`src/hw/rtl/psm_pkg.sv`:
```
// Package for the pulse speed meter: request and result types, register
// indexes, operation codes and arithmetic constants.
// Used by every module of the block; depends on nothing.
package psm_pkg;

  localparam int unsigned TimeW   = 16;
  localparam int unsigned CountW  = 16;
  localparam int unsigned SpeedW  = 16;
  localparam int unsigned MileW   = 32;
  localparam int unsigned ScaleW  = 32;
  localparam int unsigned ProdW   = ScaleW + CountW;
  localparam int unsigned CfgIdxW = 1;
  localparam int unsigned CfgW    = 32;

  // Quotient bits produced by the shift-subtract divider.
  localparam int unsigned DivSteps = SpeedW;
  localparam int unsigned StepW    = $clog2(DivSteps);

  localparam logic [SpeedW-1:0] SPEED_SAT  = 16'hFFFF;
  localparam logic [SpeedW-1:0] MIN_MOVING = 16'd100;
  localparam logic [CountW-1:0] COUNT_MAX  = 16'hFFFF;

  // Register indexes of the configuration port.
  localparam logic [CfgIdxW-1:0] CFG_SPEED_SCALE    = 1'b0;
  localparam logic [CfgIdxW-1:0] CFG_ZERO_SPEED_GAP = 1'b1;

  // Operation codes of an input request.
  localparam logic OP_PULSE = 1'b0;
  localparam logic OP_TICK  = 1'b1;

  typedef struct packed {
    logic              operation;
    logic [TimeW-1:0]  timer_now;
  } psm_in_t;

  typedef struct packed {
    logic [SpeedW-1:0] speed;
    logic [MileW-1:0]  mileage;
    logic              speed_updated;
  } psm_out_t;

  // Start request to the divider.
  typedef struct packed {
    logic              start;
    logic [ScaleW-1:0] scale;
    logic [CountW-1:0] count;
    logic [TimeW-1:0]  elapsed;
  } psm_div_req_t;

  // Completion from the divider.
  typedef struct packed {
    logic              done;
    logic [SpeedW-1:0] quotient;
  } psm_div_rsp_t;

endpackage

```
`src/hw/rtl/pulse_speed_meter_top.sv`:
```
// Pulse speed meter top level. A pulse, or a tick that needs no quotient, is answered
// in the cycle after acceptance. A tick that needs a quotient passes the multiply,
// the overflow check and, unless that saturates, 16 steps of the divider. One
// request is in flight at a time; the next is taken as the result register empties.
// rst_ni is asynchronous and active low; it clears the meter state but for the tick
// timestamp and result payload, speed_scale to 0 and zero_speed_gap to 65535.
module pulse_speed_meter_top (
  input  logic                                    clk_i,
  input  logic                                    rst_ni,
  input  logic                                    in_valid_i,
  output logic                                    in_stall_o,
  input  psm_pkg::psm_in_t                        in_data_i,
  output logic                                    out_valid_o,
  input  logic                                    out_stall_i,
  output psm_pkg::psm_out_t                       out_data_o,
  input  logic                                    cfg_we_i,
  input  logic [psm_pkg::CfgIdxW-1:0]             cfg_idx_i,
  input  logic [psm_pkg::CfgW-1:0]                cfg_wdata_i
);
  import psm_pkg::*;

  // The sequencer either waits for a request or waits on the divider.
  typedef enum logic [1:0] {
    S_IDLE = 2'b01,
    S_DIV  = 2'b10
  } seq_state_e;

  seq_state_e        state_q, state_d;

  // Configuration registers.
  logic [ScaleW-1:0] scale_q;
  logic [TimeW-1:0]  gap_q;

  // Architectural state of the meter.
  logic [TimeW-1:0]  last_q, last_d;
  logic [CountW-1:0] cnt_q, cnt_d;
  logic [TimeW-1:0]  prev_q, prev_d;
  logic [SpeedW-1:0] speed_q, speed_d;
  logic [MileW-1:0]  total_q, total_d;

  // Tick context kept while the divider runs.
  logic              had_q, had_d;
  logic [TimeW-1:0]  now_q, now_d;

  // Result register that separates the two channels.
  logic              out_valid_q, out_valid_d;
  psm_out_t          out_q, out_d;

  psm_div_req_t      div_req;
  psm_div_rsp_t      div_rsp;

  logic              in_acc;
  logic              had_pulses;
  logic              need_div;
  logic [SpeedW-1:0] spd;
  logic              wr;

  // A new request is taken only when idle and the result register is free
  // or is being emptied in this cycle.
  assign in_stall_o = (state_q != S_IDLE) || (out_valid_q && out_stall_i);
  assign in_acc     = in_valid_i && !in_stall_o;

  assign had_pulses = (cnt_q != '0);
  assign need_div   = had_pulses || (speed_q != '0);

  // With pending pulses the interval runs between the last two stamps;
  // without, one pulse is assumed at the current time.
  assign div_req.start   = in_acc && (in_data_i.operation == OP_TICK) && need_div;
  assign div_req.scale   = scale_q;
  assign div_req.count   = had_pulses ? cnt_q : CountW'(1);
  assign div_req.elapsed = (had_pulses ? last_q : in_data_i.timer_now) - prev_q;

  psm_div u_div (
    .clk_i  (clk_i),
    .rst_ni (rst_ni),
    .req_i  (div_req),
    .rsp_o  (div_rsp)
  );

  // Final speed decision once the quotient is known.
  always_comb begin
    spd = div_rsp.quotient;
    wr  = 1'b1;
    if (had_q) begin
      // Moving: never report below 1 km/h.
      if (div_rsp.quotient < MIN_MOVING) begin
        spd = MIN_MOVING;
      end
    end else if (div_rsp.quotient < MIN_MOVING) begin
      // No pulses and slower than 1 km/h: the vehicle is taken as stopped.
      spd = '0;
    end else if (div_rsp.quotient > speed_q) begin
      // No pulses can only lower the speed, never raise it.
      wr = 1'b0;
    end
  end

  always_comb begin
    state_d     = state_q;
    last_d      = last_q;
    cnt_d       = cnt_q;
    prev_d      = prev_q;
    speed_d     = speed_q;
    total_d     = total_q;
    had_d       = had_q;
    now_d       = now_q;
    out_valid_d = out_valid_q && out_stall_i;
    out_d       = out_q;
    case (state_q)
      S_IDLE: begin
        if (in_acc) begin
          if (in_data_i.operation == OP_PULSE) begin
            last_d = in_data_i.timer_now;
            if (cnt_q != COUNT_MAX) begin
              cnt_d = cnt_q + 1'b1;
            end
            out_d.speed         = speed_q;
            out_d.mileage       = total_q;
            out_d.speed_updated = 1'b0;
            out_valid_d         = 1'b1;
          end else begin
            cnt_d = '0;
            if (!need_div) begin
              // Already stopped: keep zero and back-date the previous stamp.
              prev_d              = last_q - gap_q;
              speed_d             = '0;
              out_d.speed         = '0;
              out_d.mileage       = total_q;
              out_d.speed_updated = 1'b1;
              out_valid_d         = 1'b1;
            end else begin
              if (had_pulses) begin
                total_d = total_q + MileW'(cnt_q);
                prev_d  = last_q;
              end
              had_d   = had_pulses;
              now_d   = in_data_i.timer_now;
              state_d = S_DIV;
            end
          end
        end
      end
      S_DIV: begin
        if (div_rsp.done) begin
          if (!had_q && (div_rsp.quotient < MIN_MOVING)) begin
            prev_d = now_q - gap_q;
          end
          if (wr) begin
            speed_d = spd;
          end
          out_d.speed         = wr ? spd : speed_q;
          out_d.mileage       = total_q;
          out_d.speed_updated = wr;
          out_valid_d         = 1'b1;
          state_d             = S_IDLE;
        end
      end
      default: begin
        state_d = S_IDLE;
      end
    endcase
  end

  always_ff @(posedge clk_i or negedge rst_ni) begin
    if (!rst_ni) begin
      state_q     <= S_IDLE;
      last_q      <= '0;
      cnt_q       <= '0;
      prev_q      <= '0;
      speed_q     <= '0;
      total_q     <= '0;
      had_q       <= 1'b0;
      out_valid_q <= 1'b0;
    end else begin
      state_q     <= state_d;
      last_q      <= last_d;
      cnt_q       <= cnt_d;
      prev_q      <= prev_d;
      speed_q     <= speed_d;
      total_q     <= total_d;
      had_q       <= had_d;
      out_valid_q <= out_valid_d;
    end
  end

  // Tick timestamp and result payload need no reset.
  always_ff @(posedge clk_i) begin
    now_q <= now_d;
    out_q <= out_d;
  end

  // Configuration writes; indexes beyond the list are ignored.
  always_ff @(posedge clk_i or negedge rst_ni) begin
    if (!rst_ni) begin
      scale_q <= '0;
      gap_q   <= SPEED_SAT;
    end else if (cfg_we_i) begin
      case (cfg_idx_i)
        CFG_SPEED_SCALE: begin
          scale_q <= cfg_wdata_i[ScaleW-1:0];
        end
        CFG_ZERO_SPEED_GAP: begin
          gap_q <= cfg_wdata_i[TimeW-1:0];
        end
        default: begin
        end
      endcase
    end
  end

  assign out_valid_o = out_valid_q;
  assign out_data_o  = out_q;

endmodule

```
`src/hw/rtl/psm_div.sv`:
```
// Arithmetic unit: one 32x16 multiply, then a saturating
// restoring division by the elapsed time, one quotient bit per cycle.
// Depends on psm_pkg.
module psm_div (
  input  logic                  clk_i,
  input  logic                  rst_ni,
  input  psm_pkg::psm_div_req_t req_i,
  output psm_pkg::psm_div_rsp_t rsp_o
);
  import psm_pkg::*;

  typedef enum logic [3:0] {
    D_IDLE = 4'b0001,
    D_MUL  = 4'b0010,
    D_CHK  = 4'b0100,
    D_DIV  = 4'b1000
  } div_state_e;

  div_state_e         state_q, state_d;
  logic [StepW-1:0]   step_q, step_d;
  logic               done_q, done_d;

  logic [ScaleW-1:0]  scale_q, scale_d;
  logic [CountW-1:0]  count_q, count_d;
  logic [TimeW-1:0]   den_q, den_d;
  logic [ProdW-1:0]   prod_q, prod_d;
  logic [TimeW-1:0]   rem_q, rem_d;
  logic [SpeedW-1:0]  quo_q, quo_d;

  logic [TimeW:0]     trial;
  logic [TimeW:0]     diff;
  logic               fits;

  // One subtract per cycle: the partial remainder with the next dividend bit.
  assign trial = {rem_q, quo_q[SpeedW-1]};
  assign diff  = trial - {1'b0, den_q};
  assign fits  = trial >= {1'b0, den_q};

  always_comb begin
    state_d = state_q;
    step_d  = step_q;
    done_d  = 1'b0;
    scale_d = scale_q;
    count_d = count_q;
    den_d   = den_q;
    prod_d  = prod_q;
    rem_d   = rem_q;
    quo_d   = quo_q;
    case (state_q)
      D_IDLE: begin
        if (req_i.start) begin
          scale_d = req_i.scale;
          count_d = req_i.count;
          den_d   = req_i.elapsed;
          state_d = D_MUL;
        end
      end
      D_MUL: begin
        prod_d  = ProdW'(scale_q) * ProdW'(count_q);
        state_d = D_CHK;
      end
      D_CHK: begin
        // The quotient exceeds 16 bits exactly when the upper product word
        // is not below the divisor. A zero divisor always lands here too.
        if (prod_q[ProdW-1:TimeW] >= {{(ProdW-2*TimeW){1'b0}}, den_q}) begin
          quo_d   = SPEED_SAT;
          done_d  = 1'b1;
          state_d = D_IDLE;
        end else begin
          rem_d   = prod_q[2*TimeW-1:TimeW];
          quo_d   = prod_q[TimeW-1:0];
          step_d  = '0;
          state_d = D_DIV;
        end
      end
      D_DIV: begin
        rem_d  = fits ? diff[TimeW-1:0] : trial[TimeW-1:0];
        quo_d  = {quo_q[SpeedW-2:0], fits};
        step_d = step_q + 1'b1;
        if (step_q == StepW'(DivSteps - 1)) begin
          done_d  = 1'b1;
          state_d = D_IDLE;
        end
      end
      default: begin
        state_d = D_IDLE;
      end
    endcase
  end

  always_ff @(posedge clk_i or negedge rst_ni) begin
    if (!rst_ni) begin
      state_q <= D_IDLE;
      step_q  <= '0;
      done_q  <= 1'b0;
    end else begin
      state_q <= state_d;
      step_q  <= step_d;
      done_q  <= done_d;
    end
  end

  always_ff @(posedge clk_i) begin
    scale_q <= scale_d;
    count_q <= count_d;
    den_q   <= den_d;
    prod_q  <= prod_d;
    rem_q   <= rem_d;
    quo_q   <= quo_d;
  end

  assign rsp_o.done     = done_q;
  assign rsp_o.quotient = quo_q;

endmodule

```
`config.mk`:
```
export PLATFORM = sky130hd
export DESIGN_NAME = pulse_speed_meter_top
export DESIGN_NICKNAME = d
export VERILOG_FILES = /design/src/hw/rtl/psm_pkg.sv /design/src/hw/rtl/pulse_speed_meter_top.sv /design/src/hw/rtl/psm_div.sv
export SDC_FILE = /design/constraint.sdc
export NUM_CORES = 2
export LEC_CHECK = 0
export BUFFER_PORTS_ARGS = -buffer_cell sky130_fd_sc_hd__clkbuf_2
export CORE_MARGIN = 5
export CORE_UTILIZATION = 41
export DETAILED_ROUTE_END_ITERATION = 10
export PLACE_DENSITY = 0.54
export SLEW_MARGIN = 20
export SYNTH_ARGS = -nofsm -noshare
export SYNTH_HDL_FRONTEND = slang
export SYNTH_SLANG_ARGS = --single-unit
```
`constraint.sdc`:
```
create_clock -name clk_i -period 10.9 [get_ports clk_i]
set_input_delay 2.18 -clock clk_i [delete_from_list [all_inputs] [get_ports clk_i]]
set_output_delay 2.18 -clock clk_i [all_outputs]
set_load 0.01 [all_outputs]
```
Word-level counts from Yosys, hierarchy flattened --
Index checks and enable logic that the tools add are counted.
Word-level totals: register bits after elaboration 366, input port bits 55, word-level logic and storage cells 135
Cells by class: equality and inequality tests 20, muxes and demuxes 51, reduce and logical (&&, ||, !) cells 27, order comparisons 4, add/subtract/negate cells 7, multiply operators 1, bitwise logic cells 2
Operator list (count):
- $mux 16 | 20
- $mux 49 | 4
- $pmux 16 s2 | 4
- $pmux 49 s2 | 1
- $sub 16x16->16 | 4
- $mul 32x16->48 | 1
- $add 32x16->32 | 1
- $ge 32x16->1 | 1
- $reduce_bool 16->1 | 2
- $ge 17x16->1 | 1
- $add 16x1->16 const B | 1
- $gt 16x16->1 | 1
- $lt 16x7->1 const B | 1
- $mux 4 | 4
- $ne 16x16->1 const B | 1
- $pmux 4 s4 | 1
- $ne 2x2->1 const B | 7
- $reduce_and 4->1 | 3
- $reduce_and 2->1 | 5
- $reduce_and 5->1 | 2
- $mux 1 | 9
- $eq 4x4->1 const B | 2
- $mux 2 | 4
- $pmux 4 s2 | 1
- 17 further kinds | 31

Longest topological paths before layout --
depth in word-level cells 8, mapped depth 24, depth with buffers taken out 23

Hierarchy --
Synthesis repeated with hierarchy kept, for this count alone.
Second synthesis, totals: cells, all modules 3447, area, all modules 34664.5 µm²
By module, submodules not included:
- psm_div | area each 22685.5 µm², times used 1, cells an instance 2344, seq. area each 4550.6 µm²
- pulse_speed_meter_top | area each 11979.0 µm², times used 1, cells an instance 1103, seq. area each 5676.7 µm²

Least setup slack after synthesis --
No wires, ideal clock.
path type in2reg, from input port in_data_i[16] in the netlist's numbering, to register u_div.count_q[0], enable pin, setup time 667 ps, data required time 10233 ps, cell stages on the path 5, arrival 9930 ps, setup slack 303 ps, cells stage by stage clkbuf_1 -> inv_1 -> nor2_1 -> and2_1 -> nor4b_1
Between the ends: word-level cells in the longest chain between the ends 3
Ends and longest elaborated chain:
- start, declared | RTL line pulse_speed_meter_top.sv:12 | input psm_pkg::psm_in_t in_data_i,
- $logic_and 1x1->1 (2 in series) | RTL line pulse_speed_meter_top.sv:68 | assign div_req.start = in_acc && (in_data_i.operation == OP_TICK) && need_div;
- $reduce_and 2->1 (no line)
- end signal, assigned | RTL line psm_div.sv:105 | count_q <= count_d;
- end, declared | RTL line psm_div.sv:24 | logic [CountW-1:0] count_q, count_d;
No other way between the ends. A chain may end at the register's enable or synchronous reset.

Worst setup path after layout --
from register u_div.scale_q[16], to register u_div.prod_q[43], data pin
Between the ends: word-level cells in the longest chain between the ends 1
Ends and longest elaborated chain:
- start, declared | RTL line psm_div.sv:23 | logic [ScaleW-1:0] scale_q, scale_d;
- start signal, assigned | RTL line psm_div.sv:104 | scale_q <= scale_d;
- $mul 32x16->48 | RTL line psm_div.sv:59 | prod_d = ProdW'(scale_q) * ProdW'(count_q);
- end signal, assigned | RTL line psm_div.sv:107 | prod_q <= prod_d;
- end, declared | RTL line psm_div.sv:26 | logic [ProdW-1:0] prod_q, prod_d;
No other way between the ends.

==> qor.txt <==
syn nets - 4,105
Final Instance Area - 0.0374 sq mm
Inserted Clock Buffers - 44
wl on met1 - 40,500 um
Tightest Hold Check Type - reg -> reg
Reg power frac - 47.3%
row count - 106
top cell types by occurrence after synthesis - inv_1, nand2_1, fa_1
top_reg_cell synth - edfxtp_1
CTS tree - done
initial antenna violation count - 10
static leakage - 17.5 nW
R2R Setup Slk - 3.78 ns
Final Setup Violations - 0
Clock Latency Late Sink - 0.61 ns
synthesized instance count - 3,393
Vias - 23,708
RSZ-0062 raised after global routing - false
Ys Warns - 0
first-pass GRT wire length - 143,000 um
Area Growth Syn to Fin - 9.37%
CP Launch Type - register
Clock Skews - 0.0660 ns
Worst VDD drop - 0.000121 V
DR top layer - met5
Fmax - 140 MHz
hold bufs inserted after CTS - 0
Slew Limit Fails - 0
CTS root buffer - clkbuf_16
Via density - 5.19
Mean Syn Cell Area - 10.1 sq um
Max FO, Critical Path - 16
Async SR Flop Fraction - 42.9%
Max Root-Sink Buffers - 3
number of synthesized flops with an enable pin - 209
setup bufs post-CTS - 0
die area - 0.0893 sq mm
placeable core area - 0.0832 sq mm
post-CTS sizing - 0
gr ovfl total - 0
Slew @ Worst Pin - 0.987 ns
count of final hold-check violations - 0
Synth Register Bits - 366
Final Wtd Congestion - 0.831
switching power share of the total - 23.0%
Die Span Y - 299 um
endpoint class of the critical path - register
met2 routed WL - 41,900 um
drc violations - 0
CP Data Required Time - 11.19 ns
Crit Path Class - reg -> reg
gr usage total - 20.2%
number of fill cells in the layout - 7,971
reg2reg start - u_div.scale_q[16]
1st-iter DRT viols - 1,434
status - finished clean
Design Power - 3.20 mW
Ports - 106
worst setup path startpoint - u_div.scale_q[16]
number of global-route vias before repair - 25,053
Clock transition at path regs - 0.06 ns
clock power share - 47.5%
internal power - 2.46 mW
largest net degree at the start of global routing - 65
min Tclk post-route - 7.12 ns
Buffers on Ports - 105
share of layout cells above drive strength 1 - 9.76%
routed wire length - 88,600 um
register area share after synthesis - 29.9%
cell taking the most area after synthesis - fa_1
CTS Sinks - 366
Netlist cell types - 74
Cell Pwr Density - 85.6 mW/mm^2
synth top area cells - fa_1, edfxtp_1, dfrtp_1
Worst Path Arrival - 7.41 ns
drt first pass iters - 5
top cell type's share of synthesized area - 24.8%
final period utilization - 65.3%
Worst Hold Path Cells - 0
WL met3 - 4210 um
DRT antenna net count - 0
setup TNS - 0 ns
switching power - 0.737 mW
Post-DP HPWL - 65,700 um
Placement Cell Area - 0.0359 sq mm
min-delay src - scale_q[31]
wire per inst - 19.4 um
post-synthesis cell area - 0.0342 sq mm
Horiz. Die Dim - 299 um
cell count of the worst reg-to-reg path - 20
Rel. slew slack - 33.6%
Gate power share - 5.2%
final layout net count - 4,159
max-cap violations - 0
most frequent cell after synthesis - inv_1
H-tree depth - 2
Starting Density - 41.1%
-- cell usage in the layout, fill, tap and decap left out, types with 42 or more instances in the layout --
cell,count
inv_1,529
nand2_1,437
fa_1,423
ha_1,234
and2_1,219
edfxtp_1,209
nor2_1,141
dfrtp_1,139
a21oi_1,137
clkbuf_2,104
o21ai_0,103
mux2_2,78
xnor2_1,76
a21o_1,60
xor2_1,60
clkbuf_16,45
buf_4,42
-- state kept, by name (all words and copies together), names as in the netlist --
signal / count
cnt_q: 16
gap_q: 16
had_q: 1
last_q: 16
now_q: 16
out_data_o: 49
out_valid_o: 1
prev_q: 16
scale_q: 32
speed_q: 16
state_q: 2
total_q: 32
u_div.count_q: 16
u_div.den_q: 16
u_div.done_q: 1
u_div.prod_q: 48
u_div.quo_q: 16
u_div.rem_q: 16
u_div.scale_q: 32
u_div.state_q: 4
u_div.step_q: 4
-- metrics by stage --
stage                     util [%]  setup WS [ns]  hold WS (ns)  std cells
after global routing          45.0           3.46         0.452       4563
after global placement        43.2           3.99         0.423       4481
after detailed placement      43.2           3.94         0.428       4481
after CTS                     45.0           3.82         0.442       4563
final                         45.0           3.78         0.439       4566
after floorplan                  -          0.303         0.421       3393
-- kinds of logic (layout without fill, tap and decap cells) --
family / Yosys count / in the layout / share of synthesized area, %
xor gates and xnor gates: 136 / 136 / 3.48
muxes: 93 / 93 / 3.01
adders and majority gates: 657 / 657 / 33.3
and+or+nand+nor: 1008 / 1008 / 14.2
buffers and inverters: 668 / 758 / 7.35
other: 0 / 3 / 0
AOI/OAI and AO/OA: 465 / 465 / 8.78
DFF: 366 / 366 / 29.9
-- layer usage --
metal / GRT usage, % / up-vias
met3: 2.93 / 107
met1: 28.4 / 11992
li1: - / 11108
met2: 33.6 / 497
met4: 4.44 / 4
met5: 0 / -
-- worst paths after layout --
kind | end
setup reg to reg | u_div.prod_q[43]
hold reg to reg | u_div.scale_q[31]
max in group asynchronous | speed_q[13]
setup / recovery | u_div.prod_q[43]
hold / removal | u_div.scale_q[31]
min in group asynchronous | scale_q[26]
-- power by group through the flow --
stage | Clock (mW) | Combinational [mW] | Sequential (mW)
6_report | 1.52 | 0.166 | 1.52
5_1_grt | 1.62 | 0.187 | 1.52
4_1_cts | 1.56 | 0.168 | 1.51
3_5_place_dp | 0 | 0.167 | 1.54
3_3_place_gp | 0 | 0.166 | 1.54
2_1_floorplan | 0 | 0.113 | 1.53
-- cell type report --
type,instances,area [sq um],share of cell area [%]
clock buffer,60,1230,3.29
timing repair buffer,147,847,2.26
inverter,529,1990,5.31
sequential,366,10200,27.3
clock inverter,22,258,0.689
multi-input combinational,2359,21500,57.5
tap,1080,1350,3.61
antenna,3,7.51,0.0201
-- critical path, cell delays in order (launching register included) --
cell	delay, ns
edfxtp_1	0.98
nand2_1	0.18
fa_1	0.55
fa_1	0.47
fa_1	0.54
inv_1	0.06
fa_1	0.49
fa_1	0.49
inv_1	0.05
fa_1	0.47
inv_1	0.04
ha_1	0.41
and4_4	0.29
nor4bb_1	0.42
a211oi_2	0.10
o211ai_2	0.18
a41oi_2	0.24
o31ai_2	0.40
nor2_1	0.13
o21ai_0	0.20
xor2_1	0.10
Note: power is estimated with default switching activity, not from simulation.
